$ cat config.mk
export PLATFORM = sky130hd
export DESIGN_NAME = lcg48_range_draw
export DESIGN_NICKNAME = d
export VERILOG_FILES = /design/src/rtl/lrd_pkg.sv /design/src/rtl/lrd_mul.sv /design/src/rtl/lrd_core.sv /design/src/rtl/lcg48_range_draw.sv
export SDC_FILE = /design/constraint.sdc
export NUM_CORES = 2
export LEC_CHECK = 0
export BUFFER_PORTS_ARGS = -buffer_cell sky130_fd_sc_hd__clkbuf_2
export CAP_MARGIN = 10
export CORE_MARGIN = 5
export CORE_UTILIZATION = 46
export CTS_CLUSTER_DIAMETER = 50
export CTS_CLUSTER_SIZE = 28
export DETAILED_ROUTE_END_ITERATION = 7
export GPL_TIMING_DRIVEN = 0
export HOLD_SLACK_MARGIN = 0.08
export PLACE_DENSITY = 0.62
export SLEW_MARGIN = 25
export SYNTH_ARGS = -nofsm -noshare
export SYNTH_HDL_FRONTEND = slang
export SYNTH_SLANG_ARGS = --single-unit
$ cat constraint.sdc
create_clock -name clk -period 47.2 [get_ports clk]
set_input_delay 9.44 -clock clk [delete_from_list [all_inputs] [get_ports clk]]
set_output_delay 9.44 -clock clk [all_outputs]
set_load 0.1 [all_outputs]
$ cat src/rtl/lrd_pkg.sv
// Types and constants shared by the range draw block.
`timescale 1ns / 1ps
package lrd_pkg;

  // Opcodes of an input item
  localparam logic OP_DRAW   = 1'b0;
  localparam logic OP_RESEED = 1'b1;

  // Generator constants
  localparam logic [31:0] LCG_MULT_LO = 32'hDEEC_E66D;
  localparam logic [31:0] LCG_MULT_HI = 32'h0000_0005;
  localparam logic [47:0] LCG_ADD     = 48'h0000_0000_000B;
  localparam logic [47:0] STATE_RESET = 48'h1234_ABCD_330E;

  // Reseed mixing constants
  localparam logic [31:0] MIX_MULT   = 32'd1103515245;
  localparam logic [63:0] SEED_RESET = 64'd1;

  // One input item
  typedef struct packed {
    logic        opcode;
    logic [63:0] low_bound;
    logic [63:0] high_bound;
    logic [31:0] instance_number;
  } lrd_item_t;

  // Core status toward the top level
  typedef struct packed {
    logic idle;
    logic done;
  } lrd_stat_t;

endpackage

$ cat src/rtl/lrd_mul.sv
// Shared 32 x 32 multiplier with a registered product.
`timescale 1ns / 1ps
module lrd_mul (
  input  logic        clk,
  input  logic [31:0] a,
  input  logic [31:0] b,
  output logic [63:0] p
);

  // Register the full product
  always_ff @(posedge clk) begin
    p <= {32'b0, a} * {32'b0, b};
  end

endmodule

$ cat src/rtl/lrd_core.sv
// Sequencer and datapath: generator step, range scaling and reseed mixing.
`timescale 1ns / 1ps
module lrd_core (
  input  logic              clk,
  input  logic              rst,
  input  logic              start,
  input  lrd_pkg::lrd_item_t item,
  input  logic [63:0]       seed_word,
  input  logic              res_ready,
  output lrd_pkg::lrd_stat_t stat,
  output logic [63:0]       res
);

  typedef enum logic [2:0] {
    S_IDLE,
    S_LCG,
    S_SCALE,
    S_ADD,
    S_CLAMP,
    S_SEED,
    S_DONE
  } state_t;

  state_t       state;
  logic [2:0]   step;
  logic [47:0]  gen_state;
  logic [63:0]  lower;
  logic [63:0]  upper;
  logic [63:0]  delta;
  logic         full;
  logic [31:0]  inst;
  logic [111:0] acc;

  logic [31:0]  mul_a;
  logic [31:0]  mul_b;
  logic [63:0]  p;

  logic [63:0]  diff;
  logic [63:0]  offset;
  logic [15:0]  w0;
  logic [15:0]  w1;
  logic [15:0]  w2;
  logic         lo_lt_hi;

  lrd_mul u_mul (
    .clk (clk),
    .a   (mul_a),
    .b   (mul_b),
    .p   (p)
  );

  // Select multiplier operands for the current step
  always_comb begin
    mul_a = '0;
    mul_b = '0;
    unique case (state)
      S_LCG: begin
        case (step)
          3'd0: begin mul_a = gen_state[31:0];           mul_b = lrd_pkg::LCG_MULT_LO; end
          3'd1: begin mul_a = gen_state[31:0];           mul_b = lrd_pkg::LCG_MULT_HI; end
          3'd2: begin mul_a = {16'b0, gen_state[47:32]}; mul_b = lrd_pkg::LCG_MULT_LO; end
          default: ;
        endcase
      end
      S_SCALE: begin
        case (step)
          3'd0: begin mul_a = gen_state[31:0];           mul_b = delta[31:0];  end
          3'd1: begin mul_a = gen_state[31:0];           mul_b = delta[63:32]; end
          3'd2: begin mul_a = {16'b0, gen_state[47:32]}; mul_b = delta[31:0];  end
          3'd3: begin mul_a = {16'b0, gen_state[47:32]}; mul_b = delta[63:32]; end
          default: ;
        endcase
      end
      S_SEED: begin
        case (step)
          3'd0: begin mul_a = seed_word[31:0];  mul_b = lrd_pkg::MIX_MULT; end
          3'd1: begin mul_a = seed_word[63:32]; mul_b = lrd_pkg::MIX_MULT; end
          3'd2: begin mul_a = inst;             mul_b = lrd_pkg::MIX_MULT; end
          default: ;
        endcase
      end
      default: ;
    endcase
  end

  // Range width, offset and the folded reseed words
  always_comb begin
    lo_lt_hi = item.low_bound < item.high_bound;
    diff     = upper - lower;
    offset   = full ? {gen_state, 16'b0} : acc[111:48];
    // acc holds m, p holds the instance mix l
    w0 = acc[15:0] ^ acc[39:24] ^ acc[63:48] ^ {8'b0, p[7:0]};
    w1 = acc[23:8] ^ acc[47:32] ^ {8'b0, acc[63:56]} ^ {8'b0, p[15:8]};
    w2 = acc[31:16] ^ acc[55:40] ^ p[31:16];
  end

  // Sequencer and registered results
  always_ff @(posedge clk) begin
    if (rst) begin
      state     <= S_IDLE;
      step      <= '0;
      gen_state <= lrd_pkg::STATE_RESET;
    end else begin
      unique case (state)
        S_IDLE: begin
          step <= '0;
          if (start) begin
            inst <= item.instance_number;
            if (item.opcode == lrd_pkg::OP_RESEED) begin
              state <= S_SEED;
            end else if (item.low_bound == item.high_bound) begin
              res   <= item.low_bound;
              state <= S_DONE;
            end else begin
              lower <= lo_lt_hi ? item.low_bound : item.high_bound;
              upper <= lo_lt_hi ? item.high_bound : item.low_bound;
              state <= S_LCG;
            end
          end
        end
        S_LCG: begin
          step <= step + 3'd1;
          case (step)
            3'd0: begin
              delta <= diff + 64'd1;
              full  <= &diff;
            end
            3'd1: acc <= {48'b0, p};
            3'd2: acc[47:32] <= acc[47:32] + p[15:0];
            default: begin
              gen_state <= acc[47:0] + {p[15:0], 32'b0} + lrd_pkg::LCG_ADD;
              step      <= '0;
              state     <= full ? S_ADD : S_SCALE;
            end
          endcase
        end
        S_SCALE: begin
          step <= step + 3'd1;
          case (step)
            3'd0: ;
            3'd1: acc <= {48'b0, p};
            3'd2, 3'd3: acc <= acc + {16'b0, p, 32'b0};
            default: begin
              acc   <= acc + {p[47:0], 64'b0};
              step  <= '0;
              state <= S_ADD;
            end
          endcase
        end
        S_ADD: begin
          res   <= lower + offset;
          state <= S_CLAMP;
        end
        S_CLAMP: begin
          if (res > upper) begin
            res <= upper;
          end
          state <= S_DONE;
        end
        S_SEED: begin
          step <= step + 3'd1;
          case (step)
            3'd0: ;
            3'd1: acc <= {48'b0, p};
            3'd2: acc[63:32] <= acc[63:32] + p[31:0];
            default: begin
              gen_state <= {w2, w1, w0};
              res       <= '0;
              step      <= '0;
              state     <= S_DONE;
            end
          endcase
        end
        S_DONE: begin
          if (res_ready) begin
            state <= S_IDLE;
          end
        end
        default: state <= S_IDLE;
      endcase
    end
  end

  assign stat.idle = (state == S_IDLE);
  assign stat.done = (state == S_DONE);

endmodule

$ cat src/rtl/lcg48_range_draw.sv
// Top level of the rand48 range draw block: stream ports, seed register, output stage.
//
//   channel | dir | handshake          | content
//   s_*     | in  | s_tvalid/s_tready  | opcode, bounds, instance number
//   m_*     | out | m_tvalid/m_tready  | drawn value
//   cfg_*   | in  | cfg_we             | seed word
//
// A draw passes from accept to output valid through the generator step (three passes of the
// shared 32x32 multiplier), range scaling (four passes), add, clamp and the output register.
// A full 64-bit range skips the scaling, a reseed mixes the seed word into a new state,
// equal bounds go right out. Reset (rst, synchronous) loads the default state and a seed of 1.
// One item is in work at a time; a waiting result sits in the output register
// while the next item is accepted, and a stalled output holds the core.
`timescale 1ns / 1ps
module lcg48_range_draw (
  input  logic         clk,
  input  logic         rst,
  input  logic         s_tvalid,
  output logic         s_tready,
  input  logic [159:0] s_tdata,   // low_bound[63:0], high_bound[127:64], instance_number[159:128]
  input  logic [0:0]   s_tuser,   // opcode[0]
  output logic         m_tvalid,
  input  logic         m_tready,
  output logic [63:0]  m_tdata,   // value[63:0]
  input  logic         cfg_we,
  input  logic [63:0]  cfg_wdata
);

  lrd_pkg::lrd_item_t item;
  lrd_pkg::lrd_stat_t stat;
  logic [63:0]        seed_word;
  logic [63:0]        res;
  logic               out_free;
  logic               start;

  // Unpack the input item
  assign item.opcode          = s_tuser[0];
  assign item.low_bound       = s_tdata[63:0];
  assign item.high_bound      = s_tdata[127:64];
  assign item.instance_number = s_tdata[159:128];

  assign s_tready = stat.idle;
  assign start    = s_tvalid && s_tready;
  assign out_free = !m_tvalid || m_tready;

  // Hold the seed word
  always_ff @(posedge clk) begin
    if (rst) begin
      seed_word <= lrd_pkg::SEED_RESET;
    end else if (cfg_we) begin
      seed_word <= cfg_wdata;
    end
  end

  lrd_core u_core (
    .clk       (clk),
    .rst       (rst),
    .start     (start),
    .item      (item),
    .seed_word (seed_word),
    .res_ready (out_free),
    .stat      (stat),
    .res       (res)
  );

  // Output register: load a finished item, drop valid once taken
  always_ff @(posedge clk) begin
    if (rst) begin
      m_tvalid <= 1'b0;
    end else if (out_free) begin
      m_tvalid <= stat.done;
      if (stat.done) begin
        m_tdata <= res;
      end
    end
  end

endmodule

== Word level (Yosys, flattened, before mapping) ==
Index checks and enable logic that the tools add are counted.

* Bits in registers: 648
* Bits in read-only memories: 0
* Latch bits: 0
* Word-level logic and storage cells: 131
* Memories: 0
* Memory bits (writable): 0
* Output and inout bits: 66
* Bits of input ports: 230

* Order comparisons: 2
* Bitwise logic cells: 11
* Equality and inequality tests: 23
* Reduce and logical (&&, ||, !) cells: 28
* Shift-type cells: 0
* Multipliers: 1
* $add $sub $neg: 10
* Multiplexer cells: 39
* Div/mod/pow operators: 0

{| class="wikitable"
|+ Operators with widths
! kind !! count
|-
| $pmux 112 s3 || 2
|-
| $mux 64 || 9
|-
| $pmux 32 s2 || 5
|-
| $pmux 32 s3 || 3
|-
| $pmux 64 s4 || 1
|-
| $mux 48 || 3
|-
| $add 112x112->112 || 1
|-
| $add 112x96->112 || 1
|-
| $pmux 48 s2 || 1
|-
| $xor 16x16->16 || 5
|-
| $add 64x1->64 const B || 1
|-
| $add 64x64->64 || 1
|-
| $eq 64x64->1 || 1
|-
| $gt 64x64->1 || 1
|-
| $lt 64x64->1 || 1
|-
| $mul 32x32->64 || 1
|-
| $reduce_and 64->1 || 1
|-
| $sub 64x64->64 || 1
|-
| $add 48x4->48 const B || 1
|-
| $add 48x48->48 || 1
|-
| $xor 16x8->16 || 3
|-
| $add 32x32->32 || 1
|-
| $mux 32 || 1
|-
| $pmux 16 s2 || 1
|-
| other kinds (28) || 67
|}

== Longest topological paths before layout ==
* Depth in word-level cells: 5
* Depth in mapped cells: 40

== By module ==
Synthesis repeated with hierarchy kept, for this count alone.

* Cells, all modules: 8937
* Area total of the unflattened synthesis: 81087.8 um2

{| class="wikitable"
|+ Modules (own cells, without submodules)
! module !! area an instance (um2) !! instances !! cells an instance !! seq. area each (um2)
|-
| lrd_core || 41931.5 || 1 || 4859 || 13122.6
|-
| lrd_mul || 34889.7 || 1 || 3802 || 1281.2
|-
| lcg48_range_draw || 4266.6 || 1 || 276 || 3223.1
|}

== Worst setup path before layout ==
OpenSTA, ideal clock, no wires.

* Path type: input port to flip-flop
* From: input s_tdata[127]
* To: register u_core.lower[0], enable pin
* Setup time: 0.930 ns
* Stages on the path: 7
* Buffers on the path: 0
* Required time: 46.270 ns
* Arrival: 22.141 ns
* Setup slack: 24.129 ns
* Path through: inv_1 > ha_1 > nand4_1 > nor4_1 > nand3_1 > nor4_1 > nor4_1

* Longest elaborated chain between the ends: 3

{| class="wikitable"
|+ Ends and longest elaborated chain
! element !! line !! text
|-
| start: declaration || lcg48_range_draw.sv:20 || <nowiki>input logic [159:0] s_tdata,</nowiki>
|-
| $eq 64x64->1 || lrd_core.sv:111 || <nowiki>end else if (item.low_bound == item.high_bound) begin</nowiki>
|-
| $not 1->1 (no line) || - ||
|-
| $reduce_and 5->1 (no line) || - ||
|-
| end signal: assignment || lrd_core.sv:115 || <nowiki>lower <= lo_lt_hi ? item.low_bound : item.high_bound;</nowiki>
|-
| end: declaration || lrd_core.sv:27 || <nowiki>logic [63:0] lower;</nowiki>
|}

Every way passes these cells.
A chain may end at the register's enable or synchronous reset.

== Worst setup path in the final report ==
* From: input s_tdata[25]
* To: register u_core.upper[58] (data pin)

* Longest elaborated chain between the ends: 2

{| class="wikitable"
|+ Ends and longest elaborated chain
! element !! line !! text
|-
| $lt 64x64->1 || lrd_core.sv:88 || <nowiki>lo_lt_hi = item.low_bound < item.high_bound;</nowiki>
|-
| $mux 64 || lrd_core.sv:116 || <nowiki>upper <= lo_lt_hi ? item.high_bound : item.low_bound;</nowiki>
|-
| end signal: assignment || lrd_core.sv:116 ||
|-
| end: declaration || lrd_core.sv:28 || <nowiki>logic [63:0] upper;</nowiki>
|}

Every way passes these cells.

==> results_dict.tcl <==
set metrics [dict create \
    cp-end-kind "register" \
    path_max_fanout 10 \
    slew-limit-headroom_pct 16.3 \
    synth_area_sq_um 78700 \
    dp_cells 11300 \
    cts_setup_buffers 0 \
    ant_nets 0 \
    rsz0062_at_grt "no" \
    cts_tree "yes" \
    p_total_uw 6390 \
    clock_latency_ns 0.75 \
    cts_resized 0 \
    grt_util_met1_pct 44.8 \
    grt_start_max_net_pins 24 \
    power_leakage_uw 0.0394 \
    hold-worst-slack_ns 0.455 \
    cp_cell_sequence "clkbuf_2 > ha_1 > a21oi_1 > nor2b_1 > o21ai_0 > nand2b_1 > a21oi_1 > nor2b_1 > o21ai_0 > nand2b_1 > a21oi_1 > o2111ai_1 > a221oi_1 > clkbuf_1 > clkbuf_2 > mux2_2" \
    cap_violations 0 \
    required_ns 47.62 \
    ys_ff_latch 648 \
    grt.total_usage_pct 36.7 \
    core-area_sq_um 170000 \
    ir_drop_mv 0.0614 \
    die_h_um 424 \
    path_class "in -> reg" \
    pwr_density_cell_nw_per_um2 73.1 \
    slew_violations 0 \
    final-setup-viol-count 0 \
    skew_ns 0.0823 \
    firstDrtPassIters 8 \
    max_stage_delay_ns 0.65 \
    syn_inst 8701 \
    grt_pass1_wl_mm 481 \
    crit_arrival_ns 14.18 \
    gr-usage-met2_pct 58.8 \
    syn_nets 10500 \
    numPortBuffers 294 \
    status "completed" \
    first_global_vias 69800 \
    initial_utilization_pct 46.4 \
    antenna_found_initial 17 \
    die_area_sq_um 180000 \
    cp-start-kind "primary input" \
    instances_no_fill 11500 \
    grt_use_met3_pct 6.85 \
    nNetsFinal 10900 \
    cts_root_buffer "clkbuf_16" \
    grt_remaining_overflow 0 \
    chipWidth_um 424 \
    hold_violations 0 \
    cts_sinks 648 \
    ys_async_sr_fraction_pct 0 \
    cts.reportedPaths.clkPinSlew_ns 0.06 \
    gp_congestion 1.07 \
    htreeDepth 3 \
    wl_per_cell_um 29.1 \
    max_freq_mhz 72.7 \
    worst_pin_slew_ns 1.25 \
    min_period_ns 13.76 \
    vias 68800 \
    holdBufCountCts 0 \
    syn_avg_cell_area_sq_um 9.05 \
    drive_gt1_share_pct 9.36 \
    final_util_pct 51.4 \
    drcViolationCount 0 \
    cts_buffers 84 \
    synth_cell_types 102 \
    io_pins 296 \
    synth-edff-count 465 \
    ys.flop_type "edfxtp_1" \
    gr-max-usage-layer "met2" \
    period_share_pct 29.2 \
    routed_via_density 6.00 \
    mostFrequentLayoutCells "1,236 x inv_1, 905 x nor2_1, 900 x fa_1" \
    routed_wirelength_mm 334 \
    layout_commonest_cell "inv_1" \
    std_cell_rows 151 \
    drt_iter0_markers 7340 \
    slowest_stage "clkbuf_1" \
    synth_seq_area_share_pct 22.4 \
    finalSetupTns_ns 0 \
    clk_path_buf_depth 3 \
    dp_hpwl_mm 283 \
    area_delta_synth_final_pct 10.9 \
    hp-class "reg -> reg" \
    cpMostUsedCell "a21oi_1" \
    yosysWarnings 0 \
]
[Yosys cell counts (17+ instances only)]
library cell / number / share of area [%]
a221oi_1: 42 / 0.47
a211o_1: 33 / 0.37
a31oi_1: 34 / 0.27
o211ai_1: 26 / 0.25
nand2_1: 890 / 4.2
or2_2: 25 / 0.20
nand2b_1: 54 / 0.43
a21oi_1: 399 / 2.5
dfxtp_1: 183 / 4.7
edfxtp_1: 465 / 18
o21bai_1: 49 / 0.47
fa_1: 900 / 23
or3_1: 18 / 0.14
a22o_1: 48 / 0.53
xor2_1: 186 / 2.1
mux2i_1: 70 / 0.89
ha_1: 635 / 10
o21ai_0: 285 / 1.8
a21o_1: 237 / 2.3
nor2b_1: 74 / 0.59
nor2_1: 915 / 4.4
and3_1: 54 / 0.43
o31ai_1: 35 / 0.33
buf_1: 32 / 0.15
o21a_1: 54 / 0.51
a211oi_1: 61 / 0.58
inv_1: 1236 / 5.9
mux2_2: 175 / 2.5
o21ai_1: 33 / 0.21
nand3_1: 138 / 0.88
xnor2_1: 271 / 3.0
buf_2: 17 / 0.11
clkbuf_1: 363 / 1.7
and2_1: 47 / 0.37
nor4_1: 26 / 0.21
a22oi_1: 147 / 1.4
nor3_1: 78 / 0.50
a221o_1: 24 / 0.31
o22ai_1: 40 / 0.32
nand4_1: 90 / 0.72
[critical path, delay by kind of cell]
| family | cells | cell delay, ns |
|---|---|---|
| buffers and inverters | 3 | 1.37 |
| multiplexers | 1 | 0.39 |
| AO/OA/AOI/OAI | 7 | 2.27 |
| AND/OR/NAND/NOR | 4 | 0.30 |
| adder cells (fa/ha/maj) | 1 | 0.37 |
[final timing paths]
check | from | endpoint | slack [ns] | depth (start not counted)
setup / recovery | s_tdata[25] | u_core.upper[58] | 33.44 | 16
hold / removal | u_core.res[20] | m_tdata[20] | 0.45 | 0
setup reg to reg | u_core.state[1] | u_core.u_mul.p[60] | 34.19 | 33
hold reg to reg | u_core.res[20] | m_tdata[20] | 0.45 | 0
[flip-flops by register name, indices dropped and copies added (netlist names), 48 cells and up]
| signal | flops |
|---|---|
| u_core.upper | 64 |
| u_core.acc | 112 |
| u_core.u_mul.p | 64 |
| u_core.delta | 64 |
| seed_word | 64 |
| m_tdata | 64 |
| u_core.gen_state | 48 |
| u_core.res | 64 |
| u_core.lower | 64 |
[cells by family (layout without fill, tap and decap cells)]
family          count (synthesis)  in the layout  share of synthesized area [%]
mux                           245            245                           3.39
buf+inv                      1658           2195                           7.99
flops                         648            648                           22.4
other cells                     0              6                              0
simple gates                 2479           2479                           13.9
xor+xnor                      457            457                           5.08
fa+ha+maj                    1535           1535                           33.0
compound gates               1679           1679                           14.2
[per-stage QoR]
step / cell area [sq um] / setup WS, ns
final: 87300 / 33.44
after global routing: 87300 / 33.26
after CTS: 87300 / 33.55
after detailed placement: 84200 / 32.78
after global placement: 83000 / 15.86
after floorplan: 78700 / 24.13
[area by class of cell]
cell class / instances / area, sq um
Clock buffer: 90 / 2140
Clock inverter: 67 / 880
Tap cell: 2218 / 2780
Multi-Input combinational cell: 6395 / 55200
Buffer: 422 / 1670
Sequential cell: 648 / 17600
Timing Repair Buffer: 380 / 2350
Antenna cell: 6 / 15.0
Fill cell: 16000 / 82600
Inverter: 1236 / 4640
[per-layer routing]
metal	wire [um]	share of wire [%]	up-vias
li1	-	-	30200
met1	126000	38	34300
met2	151000	45	3346
met3	28000	8.4	959
met4	29200	8.8	10
met5	70	0.021	-
[power by group]
group	internal [uW]	switching, uW
registers	774	189
logic	1580	3150
clock network	374	317
total	2730	3660
No activity file was read; power rests on OpenSTA's default activity.
